`config.mk`:
```
export PLATFORM = sky130hd
export DESIGN_NAME = binary_to_decimal_ascii_flat
export DESIGN_NICKNAME = d
export VERILOG_FILES = /design/src/b2d_pkg.sv /design/src/b2d_if.sv /design/src/binary_to_decimal_ascii.sv /design/src/b2d_datapath.sv /design/src/b2d_ctrl.sv /design/src/flat_wrapper.sv
export SDC_FILE = /design/constraint.sdc
export NUM_CORES = 1
export LEC_CHECK = 0
export BUFFER_PORTS_ARGS = -buffer_cell sky130_fd_sc_hd__buf_4
export CAP_MARGIN = 25
export CORE_ASPECT_RATIO = 0.6
export CORE_MARGIN = 1
export CORE_UTILIZATION = 50
export DETAILED_ROUTE_END_ITERATION = 12
export GPL_ROUTABILITY_DRIVEN = 1
export HOLD_SLACK_MARGIN = 0.02
export PLACE_DENSITY = 0.76
export SLEW_MARGIN = 20
export SYNTH_ARGS = -nofsm -noshare
export SYNTH_HDL_FRONTEND = slang
export SYNTH_HIERARCHICAL = 1
export SYNTH_SLANG_ARGS = --single-unit
export TNS_END_PERCENT = 10
```
`constraint.sdc`:
```
create_clock -name clk -period 3.19 [get_ports clk]
set_input_delay 0.638 -clock clk [delete_from_list [all_inputs] [get_ports clk]]
set_output_delay 0.638 -clock clk [all_outputs]
set_load 0.02 [all_outputs]
```
`src/b2d_pkg.sv`:
```
package b2d_pkg;

  localparam int DIGIT_BITS = 4;
  localparam int RADIX = 10;
  localparam int CHAR_BITS = 6;
  localparam logic [CHAR_BITS-1:0] ASCII_ZERO = 6'd48;
  localparam logic [DIGIT_BITS-1:0] ADJ_LIMIT = DIGIT_BITS'(RADIX / 2);
  localparam logic [DIGIT_BITS-1:0] ADJ_ADD = 4'd3;
  localparam int LOG10_2_NUM = 1233;
  localparam int LOG10_2_SHIFT = 12;

  typedef struct packed {
    logic load;
    logic shift;
    logic drop;
  } b2d_cmd_t;

  typedef struct packed {
    logic conv_done;
    logic top_zero;
    logic one_left;
  } b2d_sts_t;

endpackage

```
`src/b2d_if.sv`:
```
interface b2d_in_if;
  logic        valid;
  logic        ready;
  logic [31:0] value;

  modport source (output valid, output value, input ready);
  modport sink (input valid, input value, output ready);
endinterface

interface b2d_out_if;
  logic       valid;
  logic       ready;
  logic [5:0] ascii_char;
  logic       last_digit;

  modport source (output valid, output ascii_char, output last_digit, input ready);
  modport sink (input valid, input ascii_char, input last_digit, output ready);
endinterface

```
`src/binary_to_decimal_ascii.sv`:
```
// Binary to decimal ASCII converter. Each value transfer on din is printed as
// decimal ASCII digits on dout, most significant first, leading zeros removed
// (zero prints as a single '0'); last_digit marks the final digit of the run.
// Only the low VALUE_BITS bits of value are converted. One value is handled
// at a time: the shift-and-add-3 converter takes one input bit per cycle,
// then leading zeros are dropped one digit at a time and the digits are
// sent. din is not ready until the last digit of the previous run has been
// transferred.
module binary_to_decimal_ascii #(
  parameter int VALUE_BITS = 32
) (
  input logic clk,
  input logic rst,
  b2d_in_if.sink    din,
  b2d_out_if.source dout
);
  import b2d_pkg::*;

  localparam int DIGITS = ((VALUE_BITS * LOG10_2_NUM) >> LOG10_2_SHIFT) + 1;

  b2d_cmd_t cmd;
  b2d_sts_t sts;

  b2d_ctrl u_ctrl (
    .clk       (clk),
    .rst       (rst),
    .in_valid  (din.valid),
    .in_ready  (din.ready),
    .out_valid (dout.valid),
    .out_ready (dout.ready),
    .sts       (sts),
    .cmd       (cmd)
  );

  b2d_datapath #(
    .VALUE_BITS (VALUE_BITS),
    .DIGITS     (DIGITS)
  ) u_datapath (
    .clk        (clk),
    .rst        (rst),
    .value      (din.value),
    .cmd        (cmd),
    .sts        (sts),
    .ascii_char (dout.ascii_char),
    .last_digit (dout.last_digit)
  );

endmodule

```
`src/b2d_datapath.sv`:
```
module b2d_datapath #(
  parameter int VALUE_BITS = 32,
  parameter int DIGITS = 10
) (
  input  logic                clk,
  input  logic                rst,
  input  logic [31:0]         value,
  input  b2d_pkg::b2d_cmd_t   cmd,
  output b2d_pkg::b2d_sts_t   sts,
  output logic [5:0]          ascii_char,
  output logic                last_digit
);
  import b2d_pkg::*;

  localparam int BCD_W = DIGIT_BITS * DIGITS;
  localparam int CNT_W = (VALUE_BITS > 1) ? $clog2(VALUE_BITS) : 1;
  localparam int DCNT_W = $clog2(DIGITS + 1);

  logic [VALUE_BITS-1:0] bin;
  logic [BCD_W-1:0]      bcd;
  logic [BCD_W-1:0]      adj;
  logic [CNT_W-1:0]      cnt;
  logic [DCNT_W-1:0]     dcnt;
  logic [DIGIT_BITS-1:0] top;

  // add-3 correction ahead of each shift
  always_comb begin
    for (int i = 0; i < DIGITS; i++) begin
      if (bcd[i*DIGIT_BITS +: DIGIT_BITS] >= ADJ_LIMIT) begin
        adj[i*DIGIT_BITS +: DIGIT_BITS] = bcd[i*DIGIT_BITS +: DIGIT_BITS] + ADJ_ADD;
      end else begin
        adj[i*DIGIT_BITS +: DIGIT_BITS] = bcd[i*DIGIT_BITS +: DIGIT_BITS];
      end
    end
  end

  always_ff @(posedge clk) begin
    if (cmd.load) begin
      bin <= value[VALUE_BITS-1:0];
      bcd <= '0;
    end else if (cmd.shift) begin
      bin <= {bin[VALUE_BITS-2:0], 1'b0};
      bcd <= {adj[BCD_W-2:0], bin[VALUE_BITS-1]};
    end else if (cmd.drop) begin
      bcd <= {bcd[BCD_W-DIGIT_BITS-1:0], {DIGIT_BITS{1'b0}}};
    end
  end

  always_ff @(posedge clk) begin
    if (rst) begin
      cnt  <= '0;
      dcnt <= '0;
    end else if (cmd.load) begin
      cnt  <= '0;
      dcnt <= DCNT_W'(DIGITS);
    end else begin
      if (cmd.shift) begin
        cnt <= cnt + 1'b1;
      end
      if (cmd.drop) begin
        dcnt <= dcnt - 1'b1;
      end
    end
  end

  assign top = bcd[BCD_W-1 -: DIGIT_BITS];

  assign sts.conv_done = (cnt == CNT_W'(VALUE_BITS - 1));
  assign sts.top_zero  = (top == '0);
  assign sts.one_left  = (dcnt == DCNT_W'(1));

  assign ascii_char = CHAR_BITS'(top) + ASCII_ZERO;
  assign last_digit = sts.one_left;

endmodule

```
`src/b2d_ctrl.sv`:
```
module b2d_ctrl (
  input  logic              clk,
  input  logic              rst,
  input  logic              in_valid,
  output logic              in_ready,
  output logic              out_valid,
  input  logic              out_ready,
  input  b2d_pkg::b2d_sts_t sts,
  output b2d_pkg::b2d_cmd_t cmd
);
  import b2d_pkg::*;

  typedef enum logic [3:0] {
    S_IDLE = 4'b0001,
    S_CONV = 4'b0010,
    S_SKIP = 4'b0100,
    S_EMIT = 4'b1000
  } state_t;

  state_t state;
  state_t state_next;

  always_ff @(posedge clk) begin
    if (rst) begin
      state <= S_IDLE;
    end else begin
      state <= state_next;
    end
  end

  always_comb begin
    state_next = state;
    cmd        = '0;
    in_ready   = 1'b0;
    out_valid  = 1'b0;
    case (state)
      S_IDLE: begin
        in_ready = 1'b1;
        if (in_valid) begin
          cmd.load   = 1'b1;
          state_next = S_CONV;
        end
      end
      S_CONV: begin
        cmd.shift = 1'b1;
        if (sts.conv_done) begin
          state_next = S_SKIP;
        end
      end
      S_SKIP: begin
        // strip leading zeros, always keep the final digit
        if (sts.top_zero && !sts.one_left) begin
          cmd.drop = 1'b1;
        end else begin
          state_next = S_EMIT;
        end
      end
      S_EMIT: begin
        out_valid = 1'b1;
        if (out_ready) begin
          if (sts.one_left) begin
            state_next = S_IDLE;
          end else begin
            cmd.drop = 1'b1;
          end
        end
      end
      default: begin
        state_next = S_IDLE;
      end
    endcase
  end

  a_no_overlap: assert property (@(posedge clk) disable iff (rst)
    !(in_ready && out_valid))
    else $error("input and output active together");

  a_load_starts: assert property (@(posedge clk) disable iff (rst)
    cmd.load |=> (state == S_CONV))
    else $error("load did not start conversion");

  a_cmd_excl: assert property (@(posedge clk) disable iff (rst)
    !(cmd.shift && cmd.drop) && !(cmd.load && (cmd.shift || cmd.drop)))
    else $error("conflicting datapath commands");

  a_run_end: assert property (@(posedge clk) disable iff (rst)
    (out_valid && out_ready && sts.one_left) |=> (state == S_IDLE))
    else $error("run did not end after last transfer");

endmodule

```
`src/flat_wrapper.sv`:
```
// flat-port wrapper written by rule: the top's interface ports become plain ports
module binary_to_decimal_ascii_flat import b2d_pkg::*;
#(
  parameter int VALUE_BITS = 32
)
  (clk, rst, din_valid, din_value, din_ready, dout_valid, dout_ascii_char, dout_last_digit, dout_ready);
  b2d_in_if din_i ();
  b2d_out_if dout_i ();
  input logic clk;
  input logic rst;
  input wire logic [$bits(din_i.valid)-1:0] din_valid;
  input wire logic [$bits(din_i.value)-1:0] din_value;
  output wire logic [$bits(din_i.ready)-1:0] din_ready;
  output wire logic [$bits(dout_i.valid)-1:0] dout_valid;
  output wire logic [$bits(dout_i.ascii_char)-1:0] dout_ascii_char;
  output wire logic [$bits(dout_i.last_digit)-1:0] dout_last_digit;
  input wire logic [$bits(dout_i.ready)-1:0] dout_ready;
  assign din_i.valid = din_valid;
  assign din_i.value = din_value;
  assign din_ready = din_i.ready;
  assign dout_valid = dout_i.valid;
  assign dout_ascii_char = dout_i.ascii_char;
  assign dout_last_digit = dout_i.last_digit;
  assign dout_i.ready = dout_ready;
  binary_to_decimal_ascii #(.VALUE_BITS(VALUE_BITS)) u_core (.clk(clk), .rst(rst), .din(din_i), .dout(dout_i));
endmodule
```
## After elaboration in Yosys (flattened, before gate mapping)

Index checks and enable logic that the tools add are counted.

| word-level totals | value |
|---|---|
| flip-flop bits (word level) | 85 |
| bits of input ports | 36 |
| output and inout bits | 9 |
| logic and storage cells | 79 |

| cells by class | value |
|---|---|
| add/subtract/negate cells | 13 |
| magnitude comparators | 10 |
| equal/unequal tests | 11 |
| multiplexer cells | 31 |
| reductions and logical operators | 8 |

Operator list:

| kind | number |
|---|---|
| $mux W40 | 2 |
| $mux W32 | 2 |
| $mux W4 | 16 |
| $ge A4 B3 Y1 const B | 10 |
| $add A4 B2 Y4 const B | 9 |
| $pmux W4 S4 | 1 |
| $eq A4 B1 Y1 const B | 2 |
| $mux W1 | 8 |
| $ne A2 B2 Y1 const B | 4 |
| $add A5 B5 Y6 const B | 1 |
| $reduce_bool A2 Y1 | 3 |
| $add A5 B1 Y5 const B | 1 |
| $eq A5 B5 Y1 const B | 1 |
| $reduce_and A5 Y1 | 1 |
| $eq A4 B2 Y1 const B | 1 |
| $eq A4 B3 Y1 const B | 1 |
| $eq A4 B4 Y1 const B | 1 |
| $logic_not A4 Y1 | 1 |
| $sub A4 B1 Y4 const B | 1 |
| $add A3 B2 Y3 const B | 1 |
| $mux W3 | 1 |
| $ne A2 B1 Y1 const B | 1 |
| $pmux W1 S2 | 1 |
| $reduce_or A2 Y1 | 1 |
| other kinds (2) | 2 |

## Depth between registers and ports, before layout

| depth | value |
|---|---|
| depth after elaboration | 7 |
| mapped depth | 12 |
| gate-level depth less buffers | 9 |

## Hierarchy

Netlist, hierarchy kept.

Modules (own cells, without submodules):

| module | times used | cells an instance | area each (µm²) | seq. area each (µm²) |
|---|---|---|---|---|
| b2d_datapath | 1 | 431 | 4489.3 | 1941.9 |
| b2d_ctrl | 1 | 35 | 300.3 | 80.1 |

## Worst setup path before layout

No wires, ideal clock.

| timing | value |
|---|---|
| path type | register to register |
| start | register u_core.u_ctrl.state[2] |
| end | register u_core.u_datapath.bin[0], enable pin |
| library setup time | 0.377 ns |
| data arrival time | 2.152 ns |
| data required time | 2.813 ns |
| slack | 0.660 ns |
| stages on the path, launching flop included | 6 |
| buffers on the path | 2 |
| period minus slack after synthesis | 2.530 ns |
| cells stage by stage | dfxtp_1 > buf_6 > nor4b_1 > nor2_1 > inv_1 > buf_2 |

RTL lines:

| item | RTL line | RTL |
|---|---|---|
| from (decl) | b2d_ctrl.sv:20 | `state_t state;` |
| from (signal assigned) | b2d_ctrl.sv:27 | `state <= state_next;` |
| to (signal assigned) | b2d_datapath.sv:39 | `bin <= value[VALUE_BITS-1:0];` |
| to (signal assigned) | b2d_datapath.sv:42 | `bin <= {bin[VALUE_BITS-2:0], 1'b0};` |
| to (decl) | b2d_datapath.sv:19 | `logic [VALUE_BITS-1:0] bin;` |

==> flow_metrics.py <==
metrics = {
    "sta": {
        "slew_headroom": 0.577,
        "setup_viol": 0,
        "tightest_slew_ns": 0.631,
        "period_minus_slack_ns": 2.41,
        "tns_ns": 0,
        "rsz0062_at_grt": "false",
        "hold_viol": 0,
        "slew_viol_final": 0,
        "post-route-period-util": 0.755,
        "finClkSkew_ns": 0.00547,
        "clock.fmax_mhz": 415,
    },
    "setup_path": {
        "crit_fanout": 54,
        "crit_arrival_ns": 2.61,
        "startpoint": "u_core/u_datapath/dcnt[1]",
        "worstReg2RegStart": "u_core/u_datapath/dcnt[1]",
        "start_kind": "flip-flop",
        "path_class": "reg -> reg",
        "worstSetupEndpointType": "flip-flop",
        "worstPathRequired_ns": 3.39,
        "rr_worst_depth": 9,
    },
    "final_layout": {
        "drive_gt1_frac": 0.209,
        "seqCellArea_mm2": 0.00202,
        "multi_input_area_mm2": 0.00248,
        "nets": 550,
        "fillCellCount": 740,
        "diodes": 0,
        "fin_util": 0.586,
        "area_delta_synth_final_pct": 12.8,
    },
    "synthesis": {
        "ys_ff_latch": 85,
        "async_flop_share": 0,
        "synth_top_cell_by_area": "dfxtp_1",
        "synth.cell_area_mm2": 0.00479,
        "synth_cells": 466,
        "synth_top_area_frac": 0.222,
        "synth_edf_count": 32,
        "synth-seq-area-share": 0.422,
        "ys_warn_count": 6,
        "ys_top_cells_by_count": "dfxtp_1 (53), mux2_2 (37), nor2_1 (34), edfxtp_1 (32), a21oi_1 (29)",
        "yosysMostFrequentCell": "dfxtp_1",
        "synth-main-ff-cell": "dfxtp_1",
        "synth.distinct_cells": 48,
        "synth_area_leaders": "dfxtp_1 (22%), edfxtp_1 (20%), mux2_2 (8.7%)",
        "syn_avg_cell_area_um2": 10.3,
    },
    "global_route": {
        "grt_max_degree": 90,
        "grt_pass1_vias": 3438,
        "grt_pass1_wl_um": 17200,
        "gr-total-overflow": 0,
        "grt_antenna_before_repair": 0,
        "grt_use_total": 0.219,
    },
    "floorplanning": {
        "initial_core_util": 0.519,
        "die_h_um": 77.8,
        "fp.dieW_um": 128,
        "dieArea_mm2": 0.00999,
        "core_mm2": 0.00922,
        "io_pins": 45,
        "rows": 27,
    },
    "pwr": {
        "ir_drop_mv": 0.256,
        "p_leak_nw": 1.82,
        "power-per-cell-area_mw_per_mm2": 493,
    },
    "routing": {
        "drtAntennaViolNets": 0,
        "dr_total_vias": 3630,
        "routed_wl_um": 10300,
        "drt_iter0_markers": 345,
        "viasPerCell": 5.82,
        "wl_per_cell_um": 16.4,
        "drt_first_pass_iters": 5,
        "route.detailed.drc": 0,
    },
    "clock_tree": {
        "root_buffer": "clkbuf_16",
        "htree_levels": 3,
        "cts_buffer_depth": 2,
        "ctsResizeCount": 0,
        "clk_latency_ns": 0.34,
        "clock-sinks": 85,
        "cts_setup_buffers": 0,
        "cts_buffers": 9,
        "hold_buffers": 0,
        "cts_tree": "built",
        "path_clk_slew_ns": 0.06,
    },
    "job": {
        "drv_cap": 0,
    },
    "hold_path": {
        "holdCritPathClass": "reg -> reg",
        "worstHoldPathCells": 2,
        "worstHoldStart": "u_core/u_datapath/cnt[4]",
    },
    "place": {
        "io_buffers": 42,
        "place_congestion": 0.834,
        "hpwl_um": 6630,
    },
    "outcome": {
        "outcome": "finished clean",
    },
}
-- worst max-delay path: stages (launching register included) --
cell,delay [ns]
dfxtp_1,0.35
inv_1,0.07
ha_1,0.17
nor3b_1,0.16
or3_2,0.47
a21oi_4,0.16
buf_12,0.28
mux2_2,0.38
nand2_1,0.08
o311ai_0,0.13
-- final cells by class --
cell class                      count  area share
Inverter                           27      0.0188
Timing Repair Buffer               46      0.0708
Clock inverter                      2     0.00232
Sequential cell                    85       0.374
Clock buffer                       13      0.0445
Multi-Input combinational cell    321       0.459
Tap cell                          130      0.0301
-- through the flow --
stage	power [mW]	area, µm²	setup slack (ns)	instances	hold WS, ns
2_1_floorplan	1.63	4790	0.660	467	0.467
3_3_place_gp	1.74	5150	0.871	609	0.481
3_5_place_dp	1.76	5150	0.807	609	0.495
4_1_cts	2.68	5400	0.784	624	0.508
5_1_grt	2.78	5400	0.599	624	0.529
6_report	2.67	5400	0.780	624	0.505
-- placed cells by master, fill, tap and decap left out, types with 2 or more instances in the layout --
| master | Yosys | final |
|---|---|---|
| nand3_1 | 4 | 4 |
| edfxtp_1 | 32 | 32 |
| o21ai_0 | 15 | 15 |
| nor2b_1 | 4 | 4 |
| nor3b_1 | 15 | 15 |
| o211ai_1 | 13 | 13 |
| inv_1 | 27 | 27 |
| nand2_1 | 15 | 15 |
| mux2_2 | 37 | 37 |
| clkbuf_1 | 5 | 4 |
| a22oi_1 | 2 | 2 |
| buf_4 | 13 | 43 |
| o311ai_0 | 6 | 6 |
| a32oi_1 | 4 | 4 |
| nand4b_1 | 18 | 18 |
| mux2i_1 | 14 | 14 |
| or4b_1 | 13 | 13 |
| xor2_1 | 5 | 5 |
| a311oi_1 | 4 | 4 |
| a211oi_1 | 22 | 22 |
| ha_1 | 24 | 24 |
| clkbuf_16 | 0 | 9 |
| buf_12 | 0 | 3 |
| a21oi_1 | 29 | 28 |
| nand2b_1 | 13 | 13 |
| xnor2_1 | 2 | 2 |
| or3b_1 | 2 | 2 |
| nand3b_1 | 3 | 3 |
| conb_1 | 1 | 2 |
| nor4b_2 | 1 | 2 |
| nor3_1 | 2 | 2 |
| dfxtp_1 | 53 | 53 |
| o21a_1 | 2 | 2 |
| a221oi_1 | 2 | 2 |
| nor2_1 | 34 | 34 |
-- where the power goes --
group	switching, mW	internal [mW]	total (mW)
Clock	0.395	0.522	0.918
Combinational	0.229	0.205	0.434
Sequential	0.0719	1.24	1.31
-- sequential cells by signal, summed over array words and instances (netlist names) --
| signal | flops |
|---|---|
| u_core/u_datapath/bcd | 40 |
| u_core/u_datapath/bin | 32 |
| u_core/u_ctrl/state | 4 |
| u_core/u_datapath/dcnt | 4 |
| u_core/u_datapath/cnt | 5 |
-- cells by family after synthesis --
| family | after synthesis | share of synthesized area |
|---|---|---|
| adder cells (fa/ha/maj) | 24 | 0.0627 |
| flip-flops | 85 | 0.422 |
| other | 1 | 0.000783 |
| XOR/XNOR | 7 | 0.0128 |
| multiplexers | 51 | 0.116 |
| AND/OR/NAND/NOR | 134 | 0.177 |
| buffers and inverters | 61 | 0.0643 |
| AO/OA/AOI/OAI | 103 | 0.144 |
-- path summary, 6_finish.rpt --
check | endpoint | slack (ns)
setup / recovery | u_core/u_datapath/bcd[10] | 0.78
hold / removal | u_core/u_datapath/cnt[4] | 0.51
setup reg to reg | u_core/u_datapath/bcd[10] | 0.78
hold reg to reg | u_core/u_datapath/cnt[4] | 0.51
-- layer usage --
metal / share of wire / wire [µm] / vias up / GRT usage
li1: - / - / 1777 / -
met1: 0.51 / 5270 / 1749 / 0.322
met2: 0.43 / 4370 / 95 / 0.319
met3: 0.050 / 516 / 9 / 0.0517
met4: 0.0097 / 99 / 0 / 0.0565
met5: 0 / 0 / - / 0
Note: power is estimated with default switching activity, not from simulation.
